$ cat config.mk
export PLATFORM = sky130hd
export DESIGN_NAME = text_frame_tokenizer_with_sum_check
export DESIGN_NICKNAME = d
export VERILOG_FILES = /design/src/rtl/core/tftsc_pkg.sv /design/src/rtl/core/tftsc_token.sv /design/src/rtl/core/tftsc_frame.sv /design/src/rtl/core/text_frame_tokenizer_with_sum_check.sv
export SDC_FILE = /design/constraint.sdc
export NUM_CORES = 1
export LEC_CHECK = 0
export ABC_AREA = 1
export BUFFER_PORTS_ARGS = -buffer_cell sky130_fd_sc_hd__buf_2
export CAP_MARGIN = 20
export CORE_MARGIN = 2
export CORE_UTILIZATION = 63
export CTS_CLUSTER_SIZE = 25
export DETAILED_ROUTE_END_ITERATION = 12
export GPL_ROUTABILITY_DRIVEN = 0
export PLACE_DENSITY = 0.93
export SETUP_SLACK_MARGIN = 0.02
export SLEW_MARGIN = 20
export SYNTH_ARGS = -nofsm -noshare
export SYNTH_HDL_FRONTEND = slang
export SYNTH_SLANG_ARGS = --single-unit
$ cat constraint.sdc
create_clock -name clk_i -period 4.7 [get_ports clk_i]
set_input_delay 0.235 -clock clk_i [delete_from_list [all_inputs] [get_ports clk_i]]
set_output_delay 0.235 -clock clk_i [all_outputs]
set_load 0.005 [all_outputs]
$ cat src/rtl/core/tftsc_pkg.sv
// Shared constants, types and code values for the text frame tokenizer.
// Used by tftsc_token, tftsc_frame and text_frame_tokenizer_with_sum_check.
package tftsc_pkg;

  // Frame size limit and the counter width that covers FRAME_LIMIT-1
  localparam int FRAME_LIMIT = 512;
  localparam int CNT_W       = $clog2(FRAME_LIMIT);

  // Trailer word "Checksum"
  localparam int TRAILER_LEN = 8;
  localparam int MATCH_W     = $clog2(TRAILER_LEN);
  localparam logic [7:0] TRAILER [TRAILER_LEN] = '{
    8'h43, 8'h68, 8'h65, 8'h63, 8'h6B, 8'h73, 8'h75, 8'h6D
  };

  // Bytes that follow the trailer, the last of them ends the frame
  localparam int TAIL_W = 2;
  localparam logic [TAIL_W-1:0] TAIL_BYTES = TAIL_W'(2);

  // Leading frame bytes that bypass the tokenizer
  localparam logic [CNT_W-1:0] SKIP_BYTES = CNT_W'(2);

  // Special characters
  localparam logic [7:0] CH_NL  = 8'h0A;
  localparam logic [7:0] CH_TAB = 8'h09;
  localparam logic [7:0] CH_CR  = 8'h0D;

  // Byte role codes
  typedef logic [1:0] role_t;
  localparam role_t ROLE_SKIP  = 2'd0;
  localparam role_t ROLE_LABEL = 2'd1;
  localparam role_t ROLE_VALUE = 2'd2;

  // Frame tracker to tokenizer control
  typedef struct packed {
    logic step;     // a word moves through this cycle
    logic active;   // word is past the skipped head and not dropped
    logic restart;  // frame ends or restarts on this word
  } tok_ctl_t;

  // Tokenizer to frame tracker status
  typedef struct packed {
    role_t role;
    logic  pair;        // newline closed a line holding a value
    logic  value_seen;  // line holds a value after this word
  } tok_res_t;

  // One result word
  typedef struct packed {
    logic [7:0] echo_byte;
    role_t      role;
    logic       pair_done;
    logic       frame_done;
    logic       frame_ok;
    logic       overflow;
  } res_t;

endpackage

$ cat src/rtl/core/tftsc_token.sv
// Label/value tokenizer: line phase and value flag per received word.
// Depends on tftsc_pkg for character codes, role codes and control structs.
module tftsc_token import tftsc_pkg::*; (
  input  logic       clk_i,
  input  logic       rst_ni,
  input  tok_ctl_t   ctl_i,
  input  logic [7:0] byte_i,
  output tok_res_t   res_o
);

  localparam logic [1:0] PH_IDLE  = 2'd0;
  localparam logic [1:0] PH_LABEL = 2'd1;
  localparam logic [1:0] PH_GAP   = 2'd2;
  localparam logic [1:0] PH_VALUE = 2'd3;

  logic [1:0] phase_q, phase_d;
  logic       value_seen_q, value_seen_d;

  // Classify the word and advance the line phase
  always_comb begin
    phase_d      = phase_q;
    value_seen_d = value_seen_q;
    res_o.role   = ROLE_SKIP;
    res_o.pair   = 1'b0;
    if (ctl_i.active) begin
      if (byte_i == CH_NL) begin
        res_o.pair   = value_seen_q;
        phase_d      = PH_IDLE;
        value_seen_d = 1'b0;
      end else if (byte_i inside {CH_TAB, CH_CR}) begin
        if (phase_q inside {PH_LABEL, PH_VALUE}) begin
          phase_d = PH_GAP;
        end
      end else begin
        case (phase_q)
          PH_IDLE: begin
            phase_d    = PH_LABEL;
            res_o.role = ROLE_LABEL;
          end
          PH_LABEL: begin
            res_o.role = ROLE_LABEL;
          end
          PH_GAP: begin
            if (!value_seen_q) begin
              phase_d      = PH_VALUE;
              value_seen_d = 1'b1;
              res_o.role   = ROLE_VALUE;
            end
          end
          PH_VALUE: begin
            res_o.role = ROLE_VALUE;
          end
          default: begin
            phase_d = PH_IDLE;
          end
        endcase
      end
    end
    res_o.value_seen = value_seen_d;
    // Drop line state when the frame ends or restarts
    if (ctl_i.restart) begin
      phase_d      = PH_IDLE;
      value_seen_d = 1'b0;
    end
  end

  // Hold line state between words
  always_ff @(posedge clk_i or negedge rst_ni) begin
    if (!rst_ni) begin
      phase_q      <= PH_IDLE;
      value_seen_q <= 1'b0;
    end else if (ctl_i.step) begin
      phase_q      <= phase_d;
      value_seen_q <= value_seen_d;
    end
  end

endmodule

$ cat src/rtl/core/tftsc_frame.sv
// Frame tracker: byte count, modulo-256 sum, trailer matcher and tail count.
// Depends on tftsc_pkg; instantiates tftsc_token for the per-word roles.
module tftsc_frame import tftsc_pkg::*; (
  input  logic       clk_i,
  input  logic       rst_ni,
  input  logic       step_i,
  input  logic [7:0] byte_i,
  input  logic       check_en_i,
  output res_t       res_o
);

  logic [CNT_W-1:0]   count_q, count_d;
  logic [7:0]         sum_q, sum_d;
  logic [MATCH_W-1:0] match_q, match_d;
  logic               ending_q, ending_d;
  logic [TAIL_W-1:0]  tail_q, tail_d;

  logic               ovf;
  logic               hit;
  logic               done;
  logic [7:0]         sum_next;
  logic [MATCH_W:0]   match_inc;
  tok_ctl_t           tok_ctl;
  tok_res_t           tok_res;

  assign ovf      = (count_q >= CNT_W'(FRAME_LIMIT - 1));
  assign sum_next = sum_q + byte_i;

  // Update count, sum, trailer match and tail for one word
  always_comb begin
    count_d   = count_q + 1'b1;
    sum_d     = sum_next;
    ending_d  = ending_q;
    tail_d    = tail_q;
    done      = 1'b0;
    hit       = 1'b0;
    match_inc = {1'b0, match_q} + 1'b1;
    if (byte_i == TRAILER[match_q]) begin
      if (match_inc == (MATCH_W+1)'(TRAILER_LEN)) begin
        match_d = '0;
        hit     = 1'b1;
      end else begin
        match_d = match_inc[MATCH_W-1:0];
      end
    end else begin
      match_d = (byte_i == TRAILER[0]) ? MATCH_W'(1) : '0;
    end
    if (hit) begin
      ending_d = 1'b1;
    end else if (ending_q) begin
      tail_d = tail_q - 1'b1;
      done   = (tail_d == '0);
    end
    // Restart the frame on its final word or on a dropped word
    if (ovf || done) begin
      count_d  = '0;
      sum_d    = '0;
      match_d  = '0;
      ending_d = 1'b0;
      tail_d   = TAIL_BYTES;
    end
  end

  assign tok_ctl.step    = step_i;
  assign tok_ctl.active  = !ovf && (count_q >= SKIP_BYTES);
  assign tok_ctl.restart = (ovf || done);

  tftsc_token u_token (
    .clk_i  (clk_i),
    .rst_ni (rst_ni),
    .ctl_i  (tok_ctl),
    .byte_i (byte_i),
    .res_o  (tok_res)
  );

  // Assemble the result word
  always_comb begin
    res_o.echo_byte  = byte_i;
    res_o.role       = tok_res.role;
    res_o.pair_done  = tok_res.pair || (!ovf && done && tok_res.value_seen);
    res_o.frame_done = !ovf && done;
    res_o.frame_ok   = !ovf && done && (!check_en_i || (sum_next == 8'h00));
    res_o.overflow   = ovf;
  end

  // Hold frame state between words
  always_ff @(posedge clk_i or negedge rst_ni) begin
    if (!rst_ni) begin
      count_q  <= '0;
      sum_q    <= '0;
      match_q  <= '0;
      ending_q <= 1'b0;
      tail_q   <= TAIL_BYTES;
    end else if (step_i) begin
      count_q  <= count_d;
      sum_q    <= sum_d;
      match_q  <= match_d;
      ending_q <= ending_d;
      tail_q   <= tail_d;
    end
  end

  // Final word leaves a fresh frame behind
  assert property (@(posedge clk_i) disable iff (!rst_ni)
    step_i && res_o.frame_done |=> count_q == '0 && !ending_q && tail_q == TAIL_BYTES)
    else $error("frame state not cleared after final word");

  // Tail count only moves once the trailer is seen
  assert property (@(posedge clk_i) disable iff (!rst_ni)
    !ending_q |-> tail_q == TAIL_BYTES)
    else $error("tail count moved before trailer");

  // A dropped word starts the frame over
  assert property (@(posedge clk_i) disable iff (!rst_ni)
    step_i && ovf |=> count_q == '0 && sum_q == '0 && !ending_q)
    else $error("frame state not cleared after dropped word");

endmodule

$ cat src/rtl/core/text_frame_tokenizer_with_sum_check.sv
// Top level of the text frame tokenizer: input register, frame tracker, result register.
// Depends on tftsc_pkg and tftsc_frame.
//
// Usage:
//   Input channel (in_valid_i, in_stall_o, rx_byte_i) takes one received byte per word.
//   Output channel (out_valid_o, out_stall_i, result fields) gives one result word per
//   input word, in order: the echoed byte, its token role, pair_done, frame_done,
//   frame_ok and overflow.
//   Configuration channel (cfg_valid_i, cfg_ready_o, cfg_check_enable_i) writes the
//   check enable bit; cfg_ready_o is always high. Write it only while the block is idle.
// Path: a word accepted into the input register passes through the frame tracker into
//   the result register, which drives the output.
// Throughput: one word per cycle unless out_stall_i holds; the frame state update is
//   a single pass between the input and result registers, so words follow back to back.
// Reset: frame state clears, check enable returns to 1, both valid flags drop.
// Stall: while out_stall_i holds a waiting result, the input register still fills once;
//   after that in_stall_o rises until the result is taken. Nothing is lost.
module text_frame_tokenizer_with_sum_check import tftsc_pkg::*; (
  input  logic       clk_i,
  input  logic       rst_ni,
  input  logic       in_valid_i,
  output logic       in_stall_o,
  input  logic [7:0] rx_byte_i,
  output logic       out_valid_o,
  input  logic       out_stall_i,
  output logic [7:0] echo_byte_o,
  output logic [1:0] role_o,
  output logic       pair_done_o,
  output logic       frame_done_o,
  output logic       frame_ok_o,
  output logic       overflow_o,
  input  logic       cfg_valid_i,
  output logic       cfg_ready_o,
  input  logic       cfg_check_enable_i
);

  logic       in_valid_q;
  logic [7:0] in_byte_q;
  logic       out_valid_q;
  res_t       res_q, res_d;
  logic       check_en_q;
  logic       out_load;
  logic       in_move;
  logic       in_accept;

  assign out_load   = !out_valid_q || !out_stall_i;
  assign in_move    = in_valid_q && out_load;
  assign in_stall_o = in_valid_q && !out_load;
  assign in_accept  = in_valid_i && !in_stall_o;

  // Capture the check enable bit
  assign cfg_ready_o = 1'b1;
  always_ff @(posedge clk_i or negedge rst_ni) begin
    if (!rst_ni) begin
      check_en_q <= 1'b1;
    end else if (cfg_valid_i && cfg_ready_o) begin
      check_en_q <= cfg_check_enable_i;
    end
  end

  // Input register
  always_ff @(posedge clk_i or negedge rst_ni) begin
    if (!rst_ni) begin
      in_valid_q <= 1'b0;
    end else if (in_accept) begin
      in_valid_q <= 1'b1;
    end else if (in_move) begin
      in_valid_q <= 1'b0;
    end
  end

  always_ff @(posedge clk_i) begin
    if (in_accept) begin
      in_byte_q <= rx_byte_i;
    end
  end

  tftsc_frame u_frame (
    .clk_i      (clk_i),
    .rst_ni     (rst_ni),
    .step_i     (in_move),
    .byte_i     (in_byte_q),
    .check_en_i (check_en_q),
    .res_o      (res_d)
  );

  // Result register
  always_ff @(posedge clk_i or negedge rst_ni) begin
    if (!rst_ni) begin
      out_valid_q <= 1'b0;
    end else if (out_load) begin
      out_valid_q <= in_move;
    end
  end

  always_ff @(posedge clk_i) begin
    if (in_move) begin
      res_q <= res_d;
    end
  end

  assign out_valid_o  = out_valid_q;
  assign echo_byte_o  = res_q.echo_byte;
  assign role_o       = res_q.role;
  assign pair_done_o  = res_q.pair_done;
  assign frame_done_o = res_q.frame_done;
  assign frame_ok_o   = res_q.frame_ok;
  assign overflow_o   = res_q.overflow;

  // A dropped word never ends a frame
  assert property (@(posedge clk_i) disable iff (!rst_ni)
    out_valid_o && overflow_o |-> !frame_done_o && !pair_done_o && role_o == ROLE_SKIP)
    else $error("dropped word carries frame or token flags");

  // Acceptance is reported only on the final word
  assert property (@(posedge clk_i) disable iff (!rst_ni)
    out_valid_o && frame_ok_o |-> frame_done_o)
    else $error("frame_ok without frame_done");

  // With checking off, every finished frame is accepted
  assert property (@(posedge clk_i) disable iff (!rst_ni)
    out_valid_o && frame_done_o && !check_en_q |-> frame_ok_o)
    else $error("frame rejected with checking disabled");

endmodule
# --- Word-level counts from Yosys, hierarchy flattened ---
# Memory sizes are Yosys's and may differ from the RTL's.
# Cells that the tools add are included.
op_classes:
  n_reduce_logical: 32
  n_addsub: 4
  eq_ne: 12
  magnitude_cmp: 3
  n_bitwise: 2
  mux: 35
ops:
  columns: ["cell", "count"]
  rows:
  - ["$eq 8x4->1 const B", 3]
  - ["$mux 8", 3]
  - ["$mux 2", 10]
  - ["$mux 1", 16]
  - ["$reduce_bool 2->1", 6]
  - ["$add 9x1->9 const B", 1]
  - ["$ge 9x2->1 const B", 1]
  - ["$ge 9x9->1 const B", 1]
  - ["$mux 3", 3]
  - ["$mux 9", 1]
  - ["$add 8x8->8", 1]
  - ["$eq 8x7->1 const B", 1]
  - ["$eq 8x8->1", 1]
  - ["$logic_not 8->1", 1]
  - ["$logic_and 1x1->1", 7]
  - ["$logic_not 1->1", 6]
  - ["$pmux 2 s3", 1]
  - ["$ne 5x4->1 const B", 1]
  - ["$reduce_and 5->1", 1]
  - ["$reduce_bool 5->1", 1]
  - ["$add 3x1->4 const B", 1]
  - ["$eq 2x2->1 const B", 2]
  - ["$eq 4x4->1 const B", 1]
  - ["$ge 4x4->1 const B", 1]
  - ["13 further kinds", 17]
word_totals:
  mem_bits_ro: 64
  reg_bits: 51
  in_bits: 14
  out_inout_bits: 17
  n_memories: 1
  elab_cells: 106
mem_list:
  columns: ["memory", "depth", "width", "rd", "rd_ports_with_merged_regs", "write_ports", "line_no", "source"]
  rows:
  - ["(no name shown)", 8, 8, 1, 0, 0, "tftsc_frame.sv:38", "if (byte_i == TRAILER[match_q]) begin"]

# --- Logic depth before layout (Yosys ltp) ---
logic_depth:
  word_depth: 10
  depth_mapped: 14
  mapped_depth_nobuf: 14

# --- Cells and area by module ---
# A second synthesis with hierarchy kept.
hier_totals:
  cells_unflattened: 353
  hier_area_um2: 3079.2
modules_own_cells:
  columns: ["module", "instances", "cells_per_inst", "seq_area_each_um2", "area_each_um2"]
  rows:
  - ["tftsc_frame", 1, 258, 576.8, 1923.1]
  - ["text_frame_tokenizer_with_sum_check", 1, 40, 737.0, 805.8]
  - ["tftsc_token", 1, 55, 75.1, 350.3]

# --- Worst setup path before layout ---
# No wires, ideal clock.
synth_path:
  path_kind: "reg2reg"
  startpoint: "reg u_frame.count_q[1]"
  endpoint: "reg res_q, in the netlist pair_done_o (data pin)"
  period_less_slack_ns: 1.979
  path_stages_with_launch: 12
  path_slack_ns: 2.721
  t_arrival_ns: 1.712
  setup_time_ns: 0.267
  path_buffers: 0
  path_cell_list: "dfrtp_1 -> ha_1 -> inv_1 -> nor3_1 -> inv_1 -> nor3_1 -> ha_1 -> o21bai_2 -> nor2_1 -> o21ai_0 -> o21ai_0 -> o21ai_0"
synth_rtl:
  columns: ["element", "line_no", "source"]
  rows:
  - ["start: declaration", "tftsc_frame.sv:12", "logic [CNT_W-1:0] count_q, count_d;"]
  - ["start signal: assignment", "tftsc_frame.sv:95", "count_q <= count_d;"]
  - ["end signal: assignment", "text_frame_tokenizer_with_sum_check.sv:98", "res_q <= res_d;"]
  - ["end: declaration", "text_frame_tokenizer_with_sum_check.sv:40", "res_t res_q, res_d;"]

# --- Worst setup path in the final report ---
layout_path:
  startpoint: "reg u_frame.match_q[1]"
  endpoint: "reg u_frame.match_q[0]"
layout_between:
  elab_chain_cells: 9
  elab_cells_between_ends: 14
  classes_between: "1 x add/sub; 2 x eq/ne; 8 x mux; 1 x bitwise; 1 x reduce/logical; 1 x memory"
layout_rtl:
  columns: ["element", "line_no", "source"]
  rows:
  - ["start: declaration", "tftsc_frame.sv:14", "logic [MATCH_W-1:0] match_q, match_d;"]
  - ["start signal: assignment", "tftsc_frame.sv:97", "match_q <= match_d;"]
  - ["$not 3->4 (not written as such)", "tftsc_frame.sv:38", null]
  - ["$mem_v2 8x8", null, null]
  - ["$mux 8 (not written as such) (2 in a row)", "tftsc_frame.sv:38", null]
  - ["$eq 8x8->1", "tftsc_frame.sv:38", null]
  - ["$mux 1", "tftsc_frame.sv:38", null]
  - ["$mux 1", "tftsc_frame.sv:48", "if (hit) begin"]
  - ["$logic_or 1x1->1", "tftsc_frame.sv:55", "if (ovf || done) begin"]
  - ["$mux 3 (*)", "tftsc_frame.sv:55", null]
# Mark *: on every way between the ends. The rest lies on a longest branch, timed or not. The select of a mux whose other input is x is not followed.
# A chain may end at the register's enable or synchronous reset.

==> results.md <==
* Post-DRT Antenna Nets at 0
* Total Neg Setup Slack at 0 ns
* Asr flop ratio synth at a little under three fifths
* DR iter-0 viols at 193
* First drt pass iteration count at 5
* Die W at about 70 microns
* Slew @ Worst Pin at approximately 1.1 ns
* Synth cell types at 39
* Status: finished, final reports clean
* Worst skew pair latency at 0.31 ns
* Seq/Total Area, Yosys at 48.98%
* Post-route minimum period at 2.328 ns
* Clock Path Buffers at 2
* Fmax at 429.5 MHz
* Hold Path Class: input pin to register
* Count of final hold-check violations at 0
* Total GRT Usage at 24.54%
* Full die area at 0.005053 sq mm
* Synth cell count leaders: nand2_1, inv_1, nor2_1, nand3_1, dfrtp_1
* Vias/cell at 5.579
* Register area at 0.001389 sq mm
* Hold Slack at between 0.09 and 0.1 ns
* Via count at 2237
* Slew headroom at between 20 and 30%
* IR drop worst, VDD at 0.0003213 V
* Synth Instances at 314
* Top post-synthesis cells by area: dfrtp_1, edfxtp_1, nand2_1
* # rows at 24
* Largest net degree at the start of global routing at 30
* Worst setup EP type: register
* Synth Flop Type: dfrtp_1
* Slew Viols, Final at 0
* Share of layout cells above drive strength 1 at 19.20%
* Final wirelength at 5812 microns
* Setup CP Type: register to register
* RSZ-0062 raised after global routing: no
* TritonCTS Sinks at 51
* Post-route DRC at 0
* Fillers at 324
* Total congestion overflow at 0
* Mapped Nets at 344
* Final worst-path cycle share at 49.54%
* Vias in the first global route at 2076
* Setup ws final at 2.372 ns
* Dpl cells at slightly below 400
* H-tree lvl count at 2
* Reg clk slew, reported paths at around 0.090 ns
* Die height at slightly above 70 microns
* First-pass GRT wire length at approximately 9600 microns
* Seq cells post-synth at 51
* Resize count post-CTS at 0
* Hpwl dp at 4234 microns
* TritonCTS clock tree: yes
* Core ar. at 0.004354 sq mm
* I/O pin total at 31
* IO Port Bufs at 29
* R2R setup slack at 2.37 ns
* Worst EP arrival at roughly 2.6 ns
* P&R area growth vs syn at 10.41%
* Final nets at 378
* Syn Area/Cell at 9.029 sq um
* Final setup fails at 0
* Clock skew at 0.01225 ns
* Worst slack at placement at 2.457 ns
* Worst setup SP type: register
* CP Max Fanout at 5
* Post-synth EDFFs at 22
* Leakage at 1.515 nW
* WL per Instance at 14.49 microns
* CTS Buf Count at 5
* Ant diodes at 0
* Leading area contributor after synthesis: dfrtp_1
* CP Data Required Time at 4.92 ns
* Clock Tree Root: clkbuf_8
* Number of max-cap violations at 0
* Post-Syn Area at 0.002835 sq mm
* Area of the multi-input gates at between 0.001 and 0.0015 sq mm
* YS warnings at 0
* Power per Cell Area at 446.2 mW/mm^2
* Initial Utilization at between 60% and 70%
* Yosys top cell area share at 23.83%
* Most frequent cell after synthesis: nand2_1
* Post-Layout Cell Count at between 400 and 500
* Initial antenna violation count at 0
==> critical path, stage by stage, from the launching register on <==
cell and delay, ns:
dfrtp_1 0.47, inv_1 0.10, ha_1 0.33, nand2_1 0.12, o21ai_0 0.12, a21oi_1 0.23
nand3_1 0.19, o21ai_0 0.18, o21ai_0 0.22, nor2_1 0.13, nand2_1 0.05, o21ai_1 0.11
==> final cells by class <==
type	count	area share (%)
Clock buffer	7	2.758
Clock inverter	1	0.1599
Inverter	41	4.956
Multi-Input combinational cell	219	40.73
Sequential cell	51	44.36
Tap cell	52	2.078
Timing Repair Buffer	30	4.956
==> placed cells by master, fill, tap and decap left out, types with 2 or more instances in the layout <==
cell       n
nor3_1     5
edfxtp_1  22
o21ai_1    7
nand2_4    3
xor2_1     7
inv_2      4
xnor2_1    3
buf_2     29
o21ai_2    5
nand2_1   69
a21oi_1    8
clkinv_2   2
o21ai_0   12
inv_1     36
nand4_1    3
or2_2      2
nor2_1    30
ha_1      15
dfrtp_1   27
nand2_2    4
nand3_1   29
o21bai_1   2
dfstp_2    2
nor3_2     2
clkbuf_8   6
==> flip-flops by register name, indices dropped and copies added (netlist names), 2 cells and up <==
register / count
echo_byte_o: 8
in_byte_q: 8
role_o: 2
u_frame.count_q: 9
u_frame.match_q: 3
u_frame.sum_q: 8
u_frame.tail_q: 2
u_frame.u_token.phase_q: 2
==> report_power, final <==
part           internal [mW]  leakage (nW)  total [mW]  switching (mW)
Combinational          0.196         0.896       0.497           0.301
Clock                  0.119        0.0482       0.259           0.140
Sequential             0.566         0.571       0.641          0.0750
==> kinds of logic after synthesis <==
kind of cell | after synthesis | synth area share (%)
other | 1 | 0.1323
AOI/OAI and AO/OA | 40 | 8.782
muxes | 1 | 0.3971
buffers and inverters | 44 | 6.045
xor gates and xnor gates | 10 | 3.089
adders and majority gates | 16 | 7.326
DFF | 51 | 48.98
and+or+nand+nor | 151 | 25.24
==> repair_timing <==
| item | in CTS | in global routing |
|---|---|---|
| setup buffers | 0 | 0 |
| hold buffers | 1 | 0 |
| hold endpoints to repair | 27 | 0 |
==> metrics by stage <==
step	utilization [%]	power (mW)	cell area, sq um
after global placement	69.57	1.108	3029
after detailed placement	69.57	1.140	3029
after floorplan	-	1.016	2835
after CTS	71.90	1.398	3131
after global routing	71.90	1.494	3131
final	71.90	1.397	3131
==> routing by layer <==
| metal | vias to the layer above | share of wire (%) | track usage [%] |
|---|---|---|---|
| met5 | - | 0 | 0 |
| met4 | 0 | 4.2 | 10.69 |
| met3 | 22 | 6.1 | 5.271 |
| met2 | 99 | 46 | 38.84 |
| met1 | 1022 | 43 | 32.86 |
| li1 | 1094 | - | - |
==> worst paths after layout <==
| check | endpoint | cells past startpoint | startpoint |
|---|---|---|---|
| worst min-delay path | in_byte_q[5]$_DFFE_PP_ | 1 | rx_byte_i[5] |
| worst max-delay path | u_frame.match_q[0]$_DFFE_PN0P_ | 11 | u_frame.match_q[1]$_DFFE_PN0P_ |
| min in group asynchronous | u_frame.count_q[6]$_DFFE_PN0P_ | 2 | rst_ni |
| max in group asynchronous | u_frame.u_token.phase_q[1]$_DFFE_PN0P_ | 2 | rst_ni |
| worst max register to register | u_frame.match_q[0]$_DFFE_PN0P_ | 11 | u_frame.match_q[1]$_DFFE_PN0P_ |
| worst min register to register | u_frame.tail_q[0]$_DFFE_PN0P_ | 1 | u_frame.tail_q[0]$_DFFE_PN0P_ |
No activity file was read; power rests on OpenSTA's default activity.
